`config.mk`:
```
export PLATFORM = sky130hd
export DESIGN_NAME = tension_fault_monitor
export DESIGN_NICKNAME = d
export VERILOG_FILES = /design/src/tfm_pkg.sv /design/src/tension_fault_monitor.sv
export SDC_FILE = /design/constraint.sdc
export NUM_CORES = 1
export LEC_CHECK = 0
export ABC_CLOCK_PERIOD_IN_PS = 8800
export BUFFER_PORTS_ARGS = -buffer_cell sky130_fd_sc_hd__buf_4
export CORE_ASPECT_RATIO = 1.5
export CORE_MARGIN = 2
export CORE_UTILIZATION = 39
export CTS_CLUSTER_DIAMETER = 40
export DETAILED_ROUTE_END_ITERATION = 7
export PLACE_DENSITY = 0.67
export SYNTH_ARGS = -nofsm -noshare
export SYNTH_HDL_FRONTEND = slang
export SYNTH_SLANG_ARGS = --single-unit
```
`constraint.sdc`:
```
create_clock -name clk -period 8.8 [get_ports clk]
set_input_delay 1.76 -clock clk [delete_from_list [all_inputs] [get_ports clk]]
set_output_delay 1.76 -clock clk [all_outputs]
set_load 0.005 [all_outputs]
```
`src/tfm_pkg.sv`:
```
// ---------------------------------------------------------------------------
// tfm_pkg
// shared constants and types for the winch tension fault monitor
// ---------------------------------------------------------------------------
package tfm_pkg;

	// fault counting
	localparam int TENSION_FAULT_LIMIT = 10;
	localparam int ENCODER_FAULT_LIMIT = 5;
	localparam int FAULT_WINDOW        = 1;
	localparam int NUM_FLAGS           = 4;

	localparam int TCNT_W = 4;
	localparam int ECNT_W = 3;

	localparam logic [TCNT_W-1:0] TCNT_FULL = TCNT_W'(TENSION_FAULT_LIMIT);
	localparam logic [ECNT_W-1:0] ECNT_FULL = ECNT_W'(ENCODER_FAULT_LIMIT);
	localparam logic [31:0]       WINDOW    = 32'(FAULT_WINDOW);
	localparam logic [3:0]        FLAG_MASK = 4'((1 << NUM_FLAGS) - 1);

	// configuration register indexes
	typedef enum logic [2:0] {
		REG_MIN_TENSION   = 3'd0,
		REG_MAX_TENSION   = 3'd1,
		REG_ALARM_TENSION = 3'd2,
		REG_ALARM_ACTION  = 3'd3,
		REG_STOP_FLAGS    = 3'd4,
		REG_HIGH_FLAGS    = 3'd5,
		REG_LOW_FLAGS     = 3'd6,
		REG_ERR_STOP_EN   = 3'd7
	} reg_idx_t;

	// item kinds
	localparam logic OP_TICK        = 1'b0;
	localparam logic OP_ALARM_RESET = 1'b1;

	// flag codes
	localparam logic [1:0] FLAG_NONE = 2'd0;
	localparam logic [1:0] FLAG_LOW  = 2'd1;
	localparam logic [1:0] FLAG_HIGH = 2'd2;
	localparam logic [1:0] FLAG_STOP = 2'd3;

	// alarm levels and actions
	localparam logic [1:0] ALARM_NONE = 2'd0;
	localparam logic [1:0] ALARM_WARN = 2'd1;
	localparam logic [1:0] ALARM_STOP = 2'd2;

	// stop causes
	localparam logic [1:0] CAUSE_NONE    = 2'd0;
	localparam logic [1:0] CAUSE_LOW     = 2'd1;
	localparam logic [1:0] CAUSE_HIGH    = 2'd2;
	localparam logic [1:0] CAUSE_ENCODER = 2'd3;

	typedef struct packed {
		logic               hardware_live;
		logic               motor_on;
		logic               axis_active;
		logic signed [1:0]  direction;
		logic [3:0]         flag_status;
		logic               encoder_fault;
		logic signed [15:0] tension;
		logic [31:0]        now;
	} tick_t;

	typedef struct packed {
		logic               high_tension_fault;
		logic               low_tension_fault;
		logic [1:0]         stop_cause;
		logic signed [15:0] peak_seen;
		logic [1:0]         alarm_level;
		logic               all_ok;
		logic [1:0]         flag_code;
		logic               stop_request;
	} result_t;

endpackage

```
`src/tension_fault_monitor.sv`:
```
// ---------------------------------------------------------------------------
// tension_fault_monitor
// per-tick safety supervisor for one winch axis
// ---------------------------------------------------------------------------
// Each input beat is either a monitoring tick or an alarm reset (tuser). A
// tick checks the limit flags against the motor direction, tracks the peak
// tension, latches a tension alarm, counts out-of-range tensions and encoder
// faults in a time window that restarts after each fault, and asks for a stop
// when the hardware is not live, a flag blocks motion, the alarm acts, or a
// saturated fault count is enabled to stop the axis. Every input beat gives
// exactly one result beat. An accepted beat is held in the input register;
// the whole update is worked out from there and lands in the output
// register, and a new beat is taken every cycle while the output side keeps
// up. Configuration writes are taken at any time
// but must only be issued while no beat is in flight.
// ---------------------------------------------------------------------------
module tension_fault_monitor
	import tfm_pkg::*;
(
	input  logic        clk,
	input  logic        arst_n,
	// input stream
	input  logic        s_tvalid,
	output logic        s_tready,
	// tdata: now[31:0], tension[47:32], encoder_fault[48], flag_status[52:49],
	//        direction[54:53], axis_active[55], motor_on[56], hardware_live[57]
	input  logic [63:0] s_tdata,
	// tuser: op (0 tick, 1 alarm reset)
	input  logic        s_tuser,
	// result stream
	output logic        m_tvalid,
	input  logic        m_tready,
	// tdata: stop_request[0], flag_code[2:1], all_ok[3], alarm_level[5:4],
	//        peak_seen[21:6], stop_cause[23:22], low_tension_fault[24],
	//        high_tension_fault[25]
	output logic [31:0] m_tdata,
	// configuration writes
	input  logic        cfg_valid,
	output logic        cfg_ready,
	input  logic [2:0]  cfg_index,
	input  logic [15:0] cfg_data
);

	// configuration
	logic signed [15:0] min_tension_q, max_tension_q, alarm_tension_q;
	logic [1:0]         alarm_action_q;
	logic [3:0]         stop_flags_q, high_flags_q, low_flags_q;
	logic               err_stop_en_q;

	// monitor state
	logic signed [15:0] peak_q, saved_bad_q;
	logic [1:0]         alarm_q, cause_q;
	logic [TCNT_W-1:0]  tcnt_q;
	logic [ECNT_W-1:0]  ecnt_q;
	logic [31:0]        tdeadline_q, edeadline_q;
	logic               was_active_q;

	// input register
	logic               v_s1;
	tick_t              tick_s1;
	logic               op_s1;

	// output register
	logic               v_s2;
	result_t            res_s2;

	logic out_free, advance;

	// next state from the beat in the input register
	logic signed [15:0] peak_n, saved_bad_n;
	logic [1:0]         alarm_n, cause_n, act;
	logic [TCNT_W-1:0]  tcnt_n;
	logic [ECNT_W-1:0]  ecnt_n;
	logic [31:0]        tdeadline_n, edeadline_n;
	logic               was_active_n, ese_n, active;
	logic               t_full, e_full;
	result_t            res_n;

	// output slot frees up when empty or being drained
	assign out_free  = !v_s2 || m_tready;
	assign advance   = v_s1 && out_free;
	assign s_tready  = !v_s1 || out_free;
	assign cfg_ready = 1'b1;
	assign m_tvalid  = v_s2;
	assign m_tdata   = 32'(res_s2);

	always_comb begin
		peak_n       = peak_q;
		saved_bad_n  = saved_bad_q;
		alarm_n      = alarm_q;
		cause_n      = cause_q;
		tcnt_n       = tcnt_q;
		ecnt_n       = ecnt_q;
		tdeadline_n  = tdeadline_q;
		edeadline_n  = edeadline_q;
		was_active_n = was_active_q;
		ese_n        = err_stop_en_q;
		active       = tick_s1.axis_active;
		act          = alarm_action_q[1] ? ALARM_STOP : alarm_action_q;
		res_n        = '0;
		t_full       = (tcnt_q == TCNT_FULL);
		e_full       = (ecnt_q == ECNT_FULL);

		if (op_s1 == OP_ALARM_RESET) begin
			alarm_n      = ALARM_NONE;
			peak_n       = '0;
			res_n.all_ok = tick_s1.hardware_live && !((t_full || e_full) && err_stop_en_q);
		end else begin
			// edges of the axis activity
			if (active && !was_active_q)
				cause_n = CAUSE_NONE;
			if (!active && was_active_q)
				ese_n = 1'b1;

			// flag check, only with the motor on
			if (active) begin
				if (!tick_s1.motor_on) begin
					active = 1'b0;
					ese_n  = 1'b1;
				end else begin
					if ((tick_s1.flag_status & stop_flags_q & FLAG_MASK) != '0)
						res_n.flag_code = FLAG_STOP;
					else if (tick_s1.direction == 2'sd1 &&
						(tick_s1.flag_status & high_flags_q & FLAG_MASK) != '0)
						res_n.flag_code = FLAG_HIGH;
					else if (tick_s1.direction[1] &&
						(tick_s1.flag_status & low_flags_q & FLAG_MASK) != '0)
						res_n.flag_code = FLAG_LOW;
					if (res_n.flag_code != FLAG_NONE) begin
						active             = 1'b0;
						res_n.stop_request = 1'b1;
						ese_n              = 1'b1;
					end
				end
			end

			// peak tracking and alarm latch
			if (tick_s1.tension > peak_q) begin
				peak_n = tick_s1.tension;
				if (alarm_action_q != ALARM_NONE && tick_s1.tension > alarm_tension_q &&
					alarm_q == ALARM_NONE) begin
					alarm_n = act;
					if (active && act == ALARM_STOP) begin
						active             = 1'b0;
						res_n.stop_request = 1'b1;
						ese_n              = 1'b1;
					end
				end
			end

			// tension fault window
			if (tick_s1.now > tdeadline_q)
				tcnt_n = '0;
			if (tick_s1.tension > max_tension_q || tick_s1.tension < min_tension_q) begin
				if (tcnt_n < TCNT_FULL) begin
					tcnt_n = tcnt_n + 1'b1;
					if (tcnt_n == TCNT_FULL)
						saved_bad_n = tick_s1.tension;
				end
				tdeadline_n = tick_s1.now + WINDOW;
			end

			// encoder fault window
			if (tick_s1.now > edeadline_q)
				ecnt_n = '0;
			if (tick_s1.encoder_fault) begin
				if (ecnt_n < ECNT_FULL)
					ecnt_n = ecnt_n + 1'b1;
				edeadline_n = tick_s1.now + WINDOW;
			end

			t_full = (tcnt_n == TCNT_FULL);
			e_full = (ecnt_n == ECNT_FULL);

			// live check first, then saturated counts
			if (!tick_s1.hardware_live) begin
				if (active) begin
					active             = 1'b0;
					res_n.stop_request = 1'b1;
					ese_n              = 1'b1;
				end
			end else if (t_full && ese_n) begin
				if (active) begin
					active             = 1'b0;
					res_n.stop_request = 1'b1;
					ese_n              = 1'b1;
					cause_n = (saved_bad_n < min_tension_q) ? CAUSE_LOW : CAUSE_HIGH;
				end
			end else if (e_full && ese_n) begin
				if (active) begin
					active             = 1'b0;
					res_n.stop_request = 1'b1;
					ese_n              = 1'b1;
					cause_n            = CAUSE_ENCODER;
				end
			end else begin
				res_n.all_ok = 1'b1;
			end
			was_active_n = active;
		end

		res_n.alarm_level        = alarm_n;
		res_n.peak_seen          = peak_n;
		res_n.stop_cause         = cause_n;
		res_n.low_tension_fault  = t_full && (saved_bad_n < min_tension_q);
		res_n.high_tension_fault = t_full && (saved_bad_n > max_tension_q);
	end

	// handshake control
	always_ff @(posedge clk or negedge arst_n) begin
		if (!arst_n) begin
			v_s1 <= 1'b0;
			v_s2 <= 1'b0;
		end else begin
			if (s_tready)
				v_s1 <= s_tvalid;
			if (out_free)
				v_s2 <= v_s1;
		end
	end

	// payload registers
	always_ff @(posedge clk) begin
		if (s_tvalid && s_tready) begin
			tick_s1 <= tick_t'(s_tdata[57:0]);
			op_s1   <= s_tuser;
		end
		if (advance)
			res_s2 <= res_n;
	end

	// monitor state and configuration
	always_ff @(posedge clk or negedge arst_n) begin
		if (!arst_n) begin
			min_tension_q   <= 16'sd0;
			max_tension_q   <= 16'sd32767;
			alarm_tension_q <= 16'sd0;
			alarm_action_q  <= ALARM_NONE;
			stop_flags_q    <= '0;
			high_flags_q    <= '0;
			low_flags_q     <= '0;
			err_stop_en_q   <= 1'b1;
			peak_q          <= '0;
			saved_bad_q     <= '0;
			alarm_q         <= ALARM_NONE;
			cause_q         <= CAUSE_NONE;
			tcnt_q          <= '0;
			ecnt_q          <= '0;
			tdeadline_q     <= 32'd1;
			edeadline_q     <= 32'd1;
			was_active_q    <= 1'b0;
		end else begin
			if (advance) begin
				peak_q        <= peak_n;
				saved_bad_q   <= saved_bad_n;
				alarm_q       <= alarm_n;
				cause_q       <= cause_n;
				tcnt_q        <= tcnt_n;
				ecnt_q        <= ecnt_n;
				tdeadline_q   <= tdeadline_n;
				edeadline_q   <= edeadline_n;
				was_active_q  <= was_active_n;
				err_stop_en_q <= ese_n;
			end
			// writes must only come while idle; the block does not enforce it, and a write wins
			if (cfg_valid) begin
				unique case (reg_idx_t'(cfg_index))
					REG_MIN_TENSION:   min_tension_q   <= cfg_data;
					REG_MAX_TENSION:   max_tension_q   <= cfg_data;
					REG_ALARM_TENSION: alarm_tension_q <= cfg_data;
					REG_ALARM_ACTION:  alarm_action_q  <= cfg_data[1:0];
					REG_STOP_FLAGS:    stop_flags_q    <= cfg_data[3:0];
					REG_HIGH_FLAGS:    high_flags_q    <= cfg_data[3:0];
					REG_LOW_FLAGS:     low_flags_q     <= cfg_data[3:0];
					REG_ERR_STOP_EN:   err_stop_en_q   <= cfg_data[0];
					default: ;
				endcase
			end
		end
	end

	// fault counts saturate at their limits
	a_tcnt_sat: assert property (@(posedge clk) disable iff (!arst_n)
		tcnt_q <= TCNT_FULL)
		else $error("tension fault count past limit");

	a_ecnt_sat: assert property (@(posedge clk) disable iff (!arst_n)
		ecnt_q <= ECNT_FULL)
		else $error("encoder fault count past limit");

	// a stop always has a visible reason
	a_stop_reason: assert property (@(posedge clk) disable iff (!arst_n)
		(advance && res_n.stop_request) |->
		(res_n.flag_code != FLAG_NONE || !res_n.all_ok || res_n.alarm_level == ALARM_STOP))
		else $error("stop without reason");

	// an alarm reset beat never stops the axis
	a_reset_nostop: assert property (@(posedge clk) disable iff (!arst_n)
		(advance && op_s1 == OP_ALARM_RESET) |=> (!res_s2.stop_request && res_s2.peak_seen == '0))
		else $error("alarm reset beat acted as tick");

	// a held input beat is not lost or overwritten
	a_hold_s1: assert property (@(posedge clk) disable iff (!arst_n)
		(v_s1 && !advance) |=> (v_s1 && $stable(tick_s1) && $stable(op_s1)))
		else $error("input register changed while stalled");

endmodule

```
==> results.md, run 1 <==
- Port Buffers: 110
- First-pass GRT wire length: 59890 um
- Most frequent cells in the layout: nand2_1, ha_1, dfrtp_1, inv_1, buf_4
- Comb pwr share: 27.4%
- Drt wl/cell: 17.27 um
- Worst setup startpoint: tick_s1[19]
- P_int: 2.917 mW
- Clock share of power: 34.8%
- Fin crit share: 78.46%
- Dpl hpwl: 27760 um
- Crit end category: flip-flop
- Die height: 245.4 um
- Core Box Area: 0.03843 mm^2
- Share of post-route cells with drive strength above 1: 16.09%
- Sw frac: 33.06%
- FF/Latch Area: 0.006904 mm^2
- Vias: 11550
- Reg clk slew, reported paths: 0.05 ns
- Final Critical Period: 6.904 ns
- CTS buffer count: 37
- Hold Violations, Final: 0
- DRT iter0 DRCs: 677
- Worst relative slew slack: 25.80%
- GP Congestion: 0.9112
- Hold bufs inserted after CTS: 0
- RR Startpoint: tick_s1[19]
- CP startpoint kind: flip-flop
- Unrepaired setup endpoints after global routing: no
- CTS Buffer Depth: 3
- Yosys warning count: 0
- # fillers: 3589
- Initial antenna violation count: 0
- Antenna cell count: 0
- Hold Crit Start: edeadline_q[7]
- Num ports: 124
- Post-synth top area share: 25.61%
- Ranking of synthesized cells by area: dfrtp_1, edfxtp_1, ha_1
- Switching Power: 1.441 mW
- Multi-input logic area: 0.007508 mm^2
- Worst-Skew Late Latency: 0.53 ns
- CTS tree: yes
- Worst Path Arrival: 7.19 ns
- Type of the worst min-delay path: flip-flop to flip-flop
- Data required time of the worst path: 9.08 ns
- Post-CTS repair timing setup buffer count: 0
- Vias in the first global route: 11730
- Clock Tree Root: clkbuf_16
- Starting Density: 39.41%
- Post-synth top area cell: dfrtp_1
- Fmax: 144.8 MHz
- Layout Skew: 0.02061 ns
- LEAKAGE: 8.090 nW
- Synthesis-to-finish area growth: 17.26%
- Status: completed
- Critical path class: flip-flop to flip-flop
- Cell row count: 88
- Max IR drop VDD: 190.2 uV
- EDFF count, synth: 85
- Reg power frac: 37.8%
- H-tree levels: 2
- Post-CTS sizing: 0
- Fin nets: 1915
- GRT Util Overall: 18.88%
- Post-synthesis sequential area ratio: 45.58%
- Worst-Margin Slew: 1.110 ns
- Drt total wl: 37530 um
- Routed Antenna Nets: 0
- Placed Cells: 2105
- DRT Pass-1 Iters: 5
- Async SR Flop Fraction: 67.05%
- TritonCTS Sinks: 258
- Critical-path maximum fanout: 19
- Commonest non-fill, non-tap cell in the layout: nand2_1
- Vias per cell: 5.314
- Final max-slew violation count: 0
- Avg Inst Size Synth: 9.867 um^2
- Residual DRC: 0
- Chip Width: 164.9 um
- Max-cap violations: 0
- Synth Flop Type: dfrtp_1
- Yosys cell types: 74
- GRT overflow: 0
- Mapped Area: 0.01515 mm^2
- Flops & latches, synth: 258
- Syn Inst Count: 1535
- Largest net degree at the start of global routing: 67
- Setup Viol. Count Final: 0
- Cell Count, Final, Fillers Out: 2173
- Setup TNS: 0 ns
- Pwr Density: 245.4 mW/mm^2
- Die ar.: 0.04046 mm^2
cells in the mapped netlist, types with 13 or more instances:
master and number:
nor2_1 94, clkbuf_1 42, o31ai_1 20, dfrtp_1 155
a21oi_1 102, nand2_1 215, xor2_1 20, ha_1 177
inv_1 144, nand4_1 41, dfstp_2 18, nand3_1 28
a21o_1 21, mux2i_1 17, mux2_2 47, o21ai_0 108
nand2b_1 13, edfxtp_1 85, o21a_1 13
worst paths after layout:
path,slack [ns],end,cells past startpoint
setup / recovery,1.90,m_tdata[25],26
min in group asynchronous,1.20,alarm_tension_q[14],1
max in group asynchronous,5.62,tdeadline_q[21],3
setup reg to reg,1.90,m_tdata[25],26
hold reg to reg,0.48,edeadline_q[7],2
hold / removal,0.48,edeadline_q[7],2
state kept, by name, summed over array words and instances (netlist names), 16 cells and up:
register	count
max_tension_q	16
edeadline_q	32
saved_bad_q	16
alarm_tension_q	16
peak_q	16
tick_s1	58
min_tension_q	16
m_tdata	26
tdeadline_q	32
per-layer routing:
layer | part of all wire, % | track usage (%)
met3 | 3.7 | 2.783
met5 | 0 | 0
met4 | 5.8 | 10.82
met1 | 37 | 19.54
met2 | 54 | 35.59
power groups by stage:
stage	Sequential (mW)	Combinational (mW)	Clock, mW
after floorplan	1.61	0.878	0
after global placement	1.66	1.15	0
after detailed placement	1.67	1.19	0
after CTS	1.65	1.20	1.55
after global routing	1.68	1.37	1.61
final	1.65	1.19	1.51
critical path, cell delays in order (launching register included):
cell      delay [ns]
edfxtp_1        0.47
ha_1            0.35
a21oi_1         0.15
o21ai_0         0.15
a221oi_1        0.51
o22ai_1         0.14
nor2_1          0.63
nand2_1         0.16
inv_1           0.09
ha_1            0.22
nand4_1         0.11
o21ai_0         0.10
nand2_1         0.13
a211oi_4        0.87
mux2_2          0.45
mux2_2          0.30
ha_1            0.29
nor2b_1         0.14
o21a_1          0.18
o21a_1          0.17
o21a_1          0.16
o21a_1          0.16
o21ai_0         0.16
nand2b_1        0.07
a21oi_1         0.16
o211ai_1        0.11
and3_1          0.19
area by class of cell:
class,instances,share of cell area (%)
clock buffer,46,5.636
sequential,258,38.88
clock inverter,22,1.458
multi-input combinational,1085,42.28
inverter,144,3.044
timing repair buffer,123,5.221
tap,495,3.487
logic make-up after synthesis:
kind of cell             after synthesis  share of synthesized area, %
flip-flops                           258                         45.58
AND/OR/NAND/NOR                      461                         14.08
XOR/XNOR                              31                         1.793
adder cells (fa/ha/maj)              177                         14.62
AO/OA/AOI/OAI                        344                         13.95
multiplexers                          65                         4.767
other                                  2                       0.04958
buffers and inverters                197                         5.147
metrics by stage:
| step | area, um^2 | utilization (%) | hold WS, ns | power, mW | setup WS, ns |
|---|---|---|---|---|---|
| floorplan | 15160 | - | 0.4498 | 2.491 | 3.370 |
| global placement | 16500 | 42.94 | 0.4624 | 2.806 | 2.002 |
| detailed placement | 16500 | 42.94 | 0.4716 | 2.861 | 1.982 |
| CTS | 17760 | 46.22 | 0.4836 | 4.405 | 1.930 |
| global route | 17760 | 46.22 | 0.5013 | 4.656 | 1.374 |
| finish | 17760 | 46.22 | 0.4793 | 4.358 | 1.896 |
(Power assumes the default switching activity.)
==> run 2, diff against run 1 <==
ABC_AREA = 1   (was unset)
ABC_CLOCK_PERIOD_IN_PS = 6500   (was 8800)
clock period = 6.5 ns   (was 8.8 ns; I/O delays follow)
==> run 2 against run 1 <==
  * Die area decreased by 0.28%
  * Synthesized cell count increased by 12%
  * Final cell count increased by 8.6%
  * First-iteration DRC count increased by 2.7%
  * Via count increased by 3.4%
  * Wire length decreased by 1.3%
  * Count of clock-buffer cells in the layout decreased by 2
  * Worst setup slack got worse by 0.85 ns
  * Non-clock buffer count decreased by 5
  * Largest cell class unchanged
==> results.md, run 2 <==
- Largest register FFs: 58
- Post-CTS repair timing setup buffer count: 0
- CTS buffer count: 39
- Unrepaired setup endpoints after global routing: no
- Syn Inst Count: 1719
- Dpl hpwl: 27550 um
- Type of the worst min-delay path: flip-flop to flip-flop
- Hold Violations, Final: 0
- Num ports: 124
- Core Box Area: 0.03832 mm^2
- Reg power frac: 35.7%
- Port Buffers: 110
- Post-synth top area share: 25.68%
- Starting Density: 39.41%
- First-pass GRT wire length: 60540 um
- Synth Flop Type: dfrtp_1
- Critical-path maximum fanout: 30
- Vias in the first global route: 12160
- Vias per cell: 5.062
- Final hold slack: 0.4828 ns
- Biggest regs: tick_s1: 58 flops, edeadline_q: 32 flops, tdeadline_q: 32 flops
- RR Startpoint: tick_s1[27]
- Layout Skew: 0.02033 ns
- Reg clk slew, reported paths: 0.06 ns
- TritonCTS Sinks: 258
- Die height: 245.0 um
- Worst-Margin Slew: 1.054 ns
- Setup Viol. Count Final: 0
- Synth top cells by count: nand2_1, inv_1, o21ai_0
- Clock Tree Root: clkbuf_16
- Worst setup startpoint: tick_s1[27]
- Critical path class: flip-flop to flip-flop
- Worst Path Arrival: 5.77 ns
- GP Congestion: 0.8740
- Switching Power: 2.379 mW
- Crit end category: flip-flop
- CP max stage delay: 0.56 ns
- Worst setup endpoint: m_tdata[25]
- Most frequent cells in the layout: nand2_1, inv_1, o21ai_0, ha_1, dfrtp_1
- Max-cap violations: 0
- Status: completed
- Routed Antenna Nets: 0
- # fillers: 3676
- Final Power: 6.643 mW
- LEAKAGE: 8.285 nW
- Flops & latches, synth: 258
- Avg Inst Size Synth: 8.785 um^2
- Fin crit share: 83.90%
- Share of post-route cells with drive strength above 1: 13.25%
- Setup TNS: 0 ns
- Data required time of the worst path: 6.82 ns
- Ranking of synthesized cells by area: dfrtp_1, edfxtp_1, ha_1
- Final max-slew violation count: 0
- Vias: 11940
- Comb pwr share: 32.8%
- Final Critical Period: 5.454 ns
- Chip Width: 164.7 um
- Post-CTS sizing: 0
- CP startpoint kind: flip-flop
- Hold bufs inserted after CTS: 0
- Worst-Skew Late Latency: 0.53 ns
- Largest net degree at the start of global routing: 104
- Slowest cell on crit path: inv_1
- FF/Latch Area: 0.006904 mm^2
- Sw frac: 35.81%
- Worst Reg-to-Reg Cells: 29
- Antenna cell count: 0
- DRT Pass-1 Iters: 5
- Yosys warning count: 0
- Hold Crit Start: alarm_tension_q[13]
- DRT iter0 DRCs: 695
- P_int: 4.264 mW
- GRT overflow: 0
- CTS Buffer Depth: 3
- Max IR drop VDD: 271.0 uV
- Drt wl/cell: 15.70 um
- Count leader, synth: nand2_1
- Top reg by flops: tick_s1
- Post-synth top area cell: dfrtp_1
- Commonest non-fill, non-tap cell in the layout: nand2_1
- Drt total wl: 37050 um
- EDFF count, synth: 85
- Pwr Density: 375.0 mW/mm^2
- Mapped Area: 0.01510 mm^2
- Initial antenna violation count: 1
- Worst relative slew slack: 29.66%
- Async SR Flop Fraction: 67.05%
- CTS tree: yes
- Yosys cell types: 60
- Post-synthesis sequential area ratio: 45.72%
- GRT Util Overall: 19.03%
- Die ar.: 0.04035 mm^2
- Multi-input logic area: 0.007074 mm^2
- Fmax: 183.4 MHz
- Residual DRC: 0
- Clock share of power: 31.6%
- Fin nets: 2101
- R2r endpoint: m_tdata[25]
- Cell row count: 88
- Synthesis-to-finish area growth: 17.31%
- H-tree levels: 2
- Flop2flop setup slack: 1.05 ns
==> run 2: cell count changes after synthesis, sizes merged, moves of 18 or more <==
cell,delta
inv,+104
mux2,-47
nand2,+180
nor2,-18
o21ai,+122
mux2i,-18
==> run 2: final cells by class <==
cell class	count	share of cell area, %
clock inverter	26	1.518
tap	495	3.496
clock buffer	44	5.784
timing repair buffer	118	5.022
inverter	249	5.276
sequential	258	38.97
multi-input combinational	1169	39.93
==> run 2: layer usage <==
| layer | up-vias | part of all wire, % | track usage, % |
|---|---|---|---|
| li1 | 5982 | - | - |
| met1 | 5582 | 37 | 20.08 |
| met2 | 269 | 54 | 36.12 |
| met3 | 107 | 3.8 | 2.636 |
| met4 | 2 | 5.1 | 9.744 |
| met5 | - | 0.027 | 0 |
==> run 2: metrics by stage <==
stage / util (%) / area, um^2 / cells / setup slack (ns)
4_1_cts: 46.24 / 17720 / 2359 / 1.054
3_3_place_gp: 42.86 / 16420 / 2289 / 1.231
5_1_grt: 46.24 / 17720 / 2359 / 0.5525
6_report: 46.24 / 17720 / 2359 / 1.046
3_5_place_dp: 42.86 / 16420 / 2289 / 1.080
2_1_floorplan: - / 15120 / 1724 / 2.168
==> run 2: worst max-delay path: cells and delay by family (launching register included) <==
family	cells	cell delay (ns)
AND/OR/NAND/NOR	13	1.50
buffers and inverters	4	0.76
flip-flops	1	0.48
AO/OA/AOI/OAI	9	1.62
adder cells (fa/ha/maj)	3	0.86
==> run 2: power groups by stage <==
stage,clock network (mW),registers [mW],logic (mW)
2_1_floorplan,0,2.32,1.59
5_1_grt,2.22,2.42,2.55
3_5_place_dp,0,2.40,2.17
6_report,2.10,2.37,2.18
3_3_place_gp,0,2.38,2.07
4_1_cts,2.15,2.37,2.19
==> run 2: worst min path at each step <==
| stage | end | slack (ns) | cells past startpoint |
|---|---|---|---|
| 2_1_floorplan | alarm_tension_q[10] | 0.45 | 2 |
| 3_3_place_gp | stop_flags_q[2] | 0.47 | 2 |
| 3_5_place_dp | alarm_tension_q[13] | 0.47 | 2 |
| 4_1_cts | alarm_tension_q[13] | 0.49 | 2 |
| 5_1_grt | max_tension_q[5] | 0.51 | 2 |
| 6_report | alarm_tension_q[13] | 0.48 | 2 |
==> run 2: cells by family (layout without fill, tap and decap cells) <==
family                     count (synthesis)  in the layout  share of synthesized area [%]
DFF                                      258            258                          45.72
adders and majority gates                177            177                          14.66
and+or+nand+nor                          576            576                          16.57
buffers and inverters                    297            437                          7.630
AOI/OAI and AO/OA                        380            380                          13.64
xor gates and xnor gates                  29             29                          1.732
other                                      2              7                        0.04973
==> run 3, diff against run 2 <==
ABC_AREA = 0   (was 1)
ABC_CLOCK_PERIOD_IN_PS = 5080   (was 6500)
clock period = 5.08 ns   (was 6.5 ns; I/O delays follow)
==> run 3 against run 2 <==
  * The flow now finishes with violations (negative setup slack)
  * Flip-flop and latch count unchanged
  * Via count increased by 1.6%
  * Non-clock buffer count increased by 99
  * Core utilization increased by 3.0 points
  * Count of clock-buffer cells in the layout increased by 5
  * Sequential power increased by 19%
  * Clock skew increased by 0.0097 ns
  * Wire length increased by 8.8%
==> results.md, run 3 (synthesized netlist as in run 1, its figures left out) <==
- Status: complete, but fails checks
- Failing checks: negative setup slack
- Type of the worst min-delay path: flip-flop to flip-flop
- Vias in the first global route: 12690
- GRT Util Overall: 20.32%
- Hold Violations, Final: 0
- Flop2flop setup slack: -0.08 ns
- Sw frac: 33.10%
- Switching Power: 2.631 mW
- P_int: 5.317 mW
- Hold Crit Start: edeadline_q[3]
- Unrepaired setup endpoints after global routing: yes
- Layout Skew: 0.03001 ns
- Drt wl/cell: 17.77 um
- R2r endpoint: m_tdata[25]
- Place WS: -0.3616 ns
- Starting Density: 39.41%
- Worst-Margin Slew: 1.102 ns
- Antenna cell count: 0
- Max IR drop VDD: 322.6 uV
- H-tree levels: 2
- Num ports: 124
- DRT Pass-1 Iters: 6
- Slowest cell on crit path: edfxtp_1
- Biggest regs: tick_s1: 58 flops, edeadline_q: 32 flops, tdeadline_q: 32 flops
- Top reg by flops: tick_s1
- Core Box Area: 0.03843 mm^2
- CTS tree: yes
- Clock Tree Root: clkbuf_16
- Initial antenna violation count: 0
- Largest net degree at the start of global routing: 96
- Buf+Inv Stages, Crit Path: 4
- LEAKAGE: 8.584 nW
- CP max stage delay: 0.44 ns
- First-pass GRT wire length: 64140 um
- Drt total wl: 40300 um
- Worst-Skew Late Latency: 0.54 ns
- Data required time of the worst path: 5.37 ns
- Vias: 12140
- Die height: 245.4 um
- Die ar.: 0.04046 mm^2
- Fmax: 194.0 MHz
- Cell row count: 88
- Fin crit share: 101.5%
- Crit-path leading delay family: simple AND/OR/NAND/NOR gates
- Hold bufs inserted after CTS: 0
- TritonCTS Sinks: 258
- Setup Viol. Count Final: 4
- Pwr Density: 420.2 mW/mm^2
- Commonest non-fill, non-tap cell in the layout: nand2_1
- Worst Reg-to-Reg Cells: 25
- Reg clk slew, reported paths: 0.06 ns
- Final max-slew violation count: 0
- Comb pwr share: 30.8%
- CP startpoint kind: flip-flop
- Chip Width: 164.9 um
- Fin worst setup slack: -0.07577 ns
- Crit end category: flip-flop
- Reg power frac: 35.7%
- Clock share of power: 33.5%
- Placed Cells: 2188
- Routed Antenna Nets: 0
- Vias per cell: 5.354
- Hold endpoint: edeadline_q[3]
- Dpl hpwl: 29910 um
- GRT overflow: 0
- Most frequent cells in the layout: nand2_1, buf_4, ha_1, dfrtp_1, inv_1
- Share of post-route cells with drive strength above 1: 22.97%
- GP Congestion: 0.9292
- Worst relative slew slack: 26.55%
- Hold depth: 2
- Critical path class: flip-flop to flip-flop
- DRT iter0 DRCs: 610
- Final Critical Period: 5.156 ns
- Critical-path maximum fanout: 7
- Residual DRC: 0
- Fin nets: 2009
- Max-cap violations: 0
- RR Startpoint: tick_s1[15]
- Largest register FFs: 58
- Port Buffers: 110
- CTS Buffer Depth: 3
- Cell Count, Final, Fillers Out: 2267
- Worst Path Arrival: 5.45 ns
- Synthesis-to-finish area growth: 24.88%
- CTS buffer count: 37
==> run 3: changes by cell type in the layout (fill, tap and decap cells not counted), sizes merged, moves of 47 or more <==
| cell | before | now |
|---|---|---|
| inv | 259 | 153 |
| nand2 | 395 | 215 |
| mux2 | 0 | 47 |
| buf | 118 | 217 |
| o21ai | 236 | 114 |
==> run 3: worst reg2reg max path: cells and delay by family (launching register included) <==
| family | cells | cell delay (ns) |
|---|---|---|
| flops | 1 | 0.44 |
| mux | 2 | 0.68 |
| simple gates | 11 | 1.80 |
| buf+inv | 4 | 0.59 |
| compound gates | 5 | 0.64 |
| fa+ha+maj | 3 | 0.77 |
==> run 3: repair_timing <==
item / in CTS / in global routing
hold endpoints to repair: 0 / 0
cloned: 0 / 0
endpoints found under the setup margin: 6 / 6
gates resized for setup: 33 / 31
setup buffers: 6 / 5
pin swaps: 23 / 24
==> run 3: per-layer routing <==
| layer | routed length, um | up-vias | part of all wire, % | GRT usage (%) |
|---|---|---|---|---|
| li1 | - | 5859 | - | - |
| met1 | 14420 | 5814 | 36 | 20.35 |
| met2 | 21220 | 317 | 53 | 37.56 |
| met3 | 1496 | 147 | 3.7 | 3.154 |
| met4 | 3155 | 0 | 7.8 | 14.55 |
| met5 | 0 | - | 0 | 0 |
==> run 3: power by group through the flow <==
stage               combinational (mW)  clock (mW)  sequential, mW
finish                            2.45        2.66            2.83
global route                      2.78        2.81            2.88
CTS                               2.37        2.72            2.83
detailed placement                2.28           0            2.87
global placement                  2.19           0            2.85
floorplan                         1.56           0            2.79
==> run 3: metrics by stage <==
| stage | cell area [um^2] | TNS [ns] | power [mW] | util, % | hold slack (ns) |
|---|---|---|---|---|---|
| finish | 18910 | -0.1860 | 7.948 | 49.22 | 0.4780 |
| global route | 18910 | -1.605 | 8.474 | 49.22 | 0.5053 |
| CTS | 18700 | -0.1773 | 7.924 | 48.66 | 0.4827 |
| detailed placement | 17220 | -1.753 | 5.145 | 44.81 | 0.4702 |
| global placement | 17220 | -1.130 | 5.044 | 44.81 | 0.4617 |
| floorplan | 15260 | -0.05569 | 4.356 | - | 0.4498 |
==> run 3: area by class of cell <==
type	count	area, um^2
clock buffers	49	1055
clock inverters	19	221.5
fillers	3423	19510
inverters	144	540.5
multi-input cells	1085	7906
flip-flops and latches	258	6904
well taps	495	619.3
repair buffers	217	1668
==> run 3: how the worst max path moves through the flow <==
| stage | startpoint | endpoint | slack [ns] | cells past startpoint |
|---|---|---|---|---|
| 2_1_floorplan | tick_s1[1] | m_tdata[25] | -0.06 | 26 |
| 3_3_place_gp | tick_s1[27] | m_tdata[22] | -0.25 | 23 |
| 3_5_place_dp | tick_s1[27] | m_tdata[23] | -0.36 | 25 |
| 4_1_cts | tick_s1[10] | m_tdata[25] | -0.10 | 25 |
| 5_1_grt | tdeadline_q[14] | m_tdata[23] | -0.32 | 24 |
| 6_report | tick_s1[15] | m_tdata[25] | -0.08 | 25 |
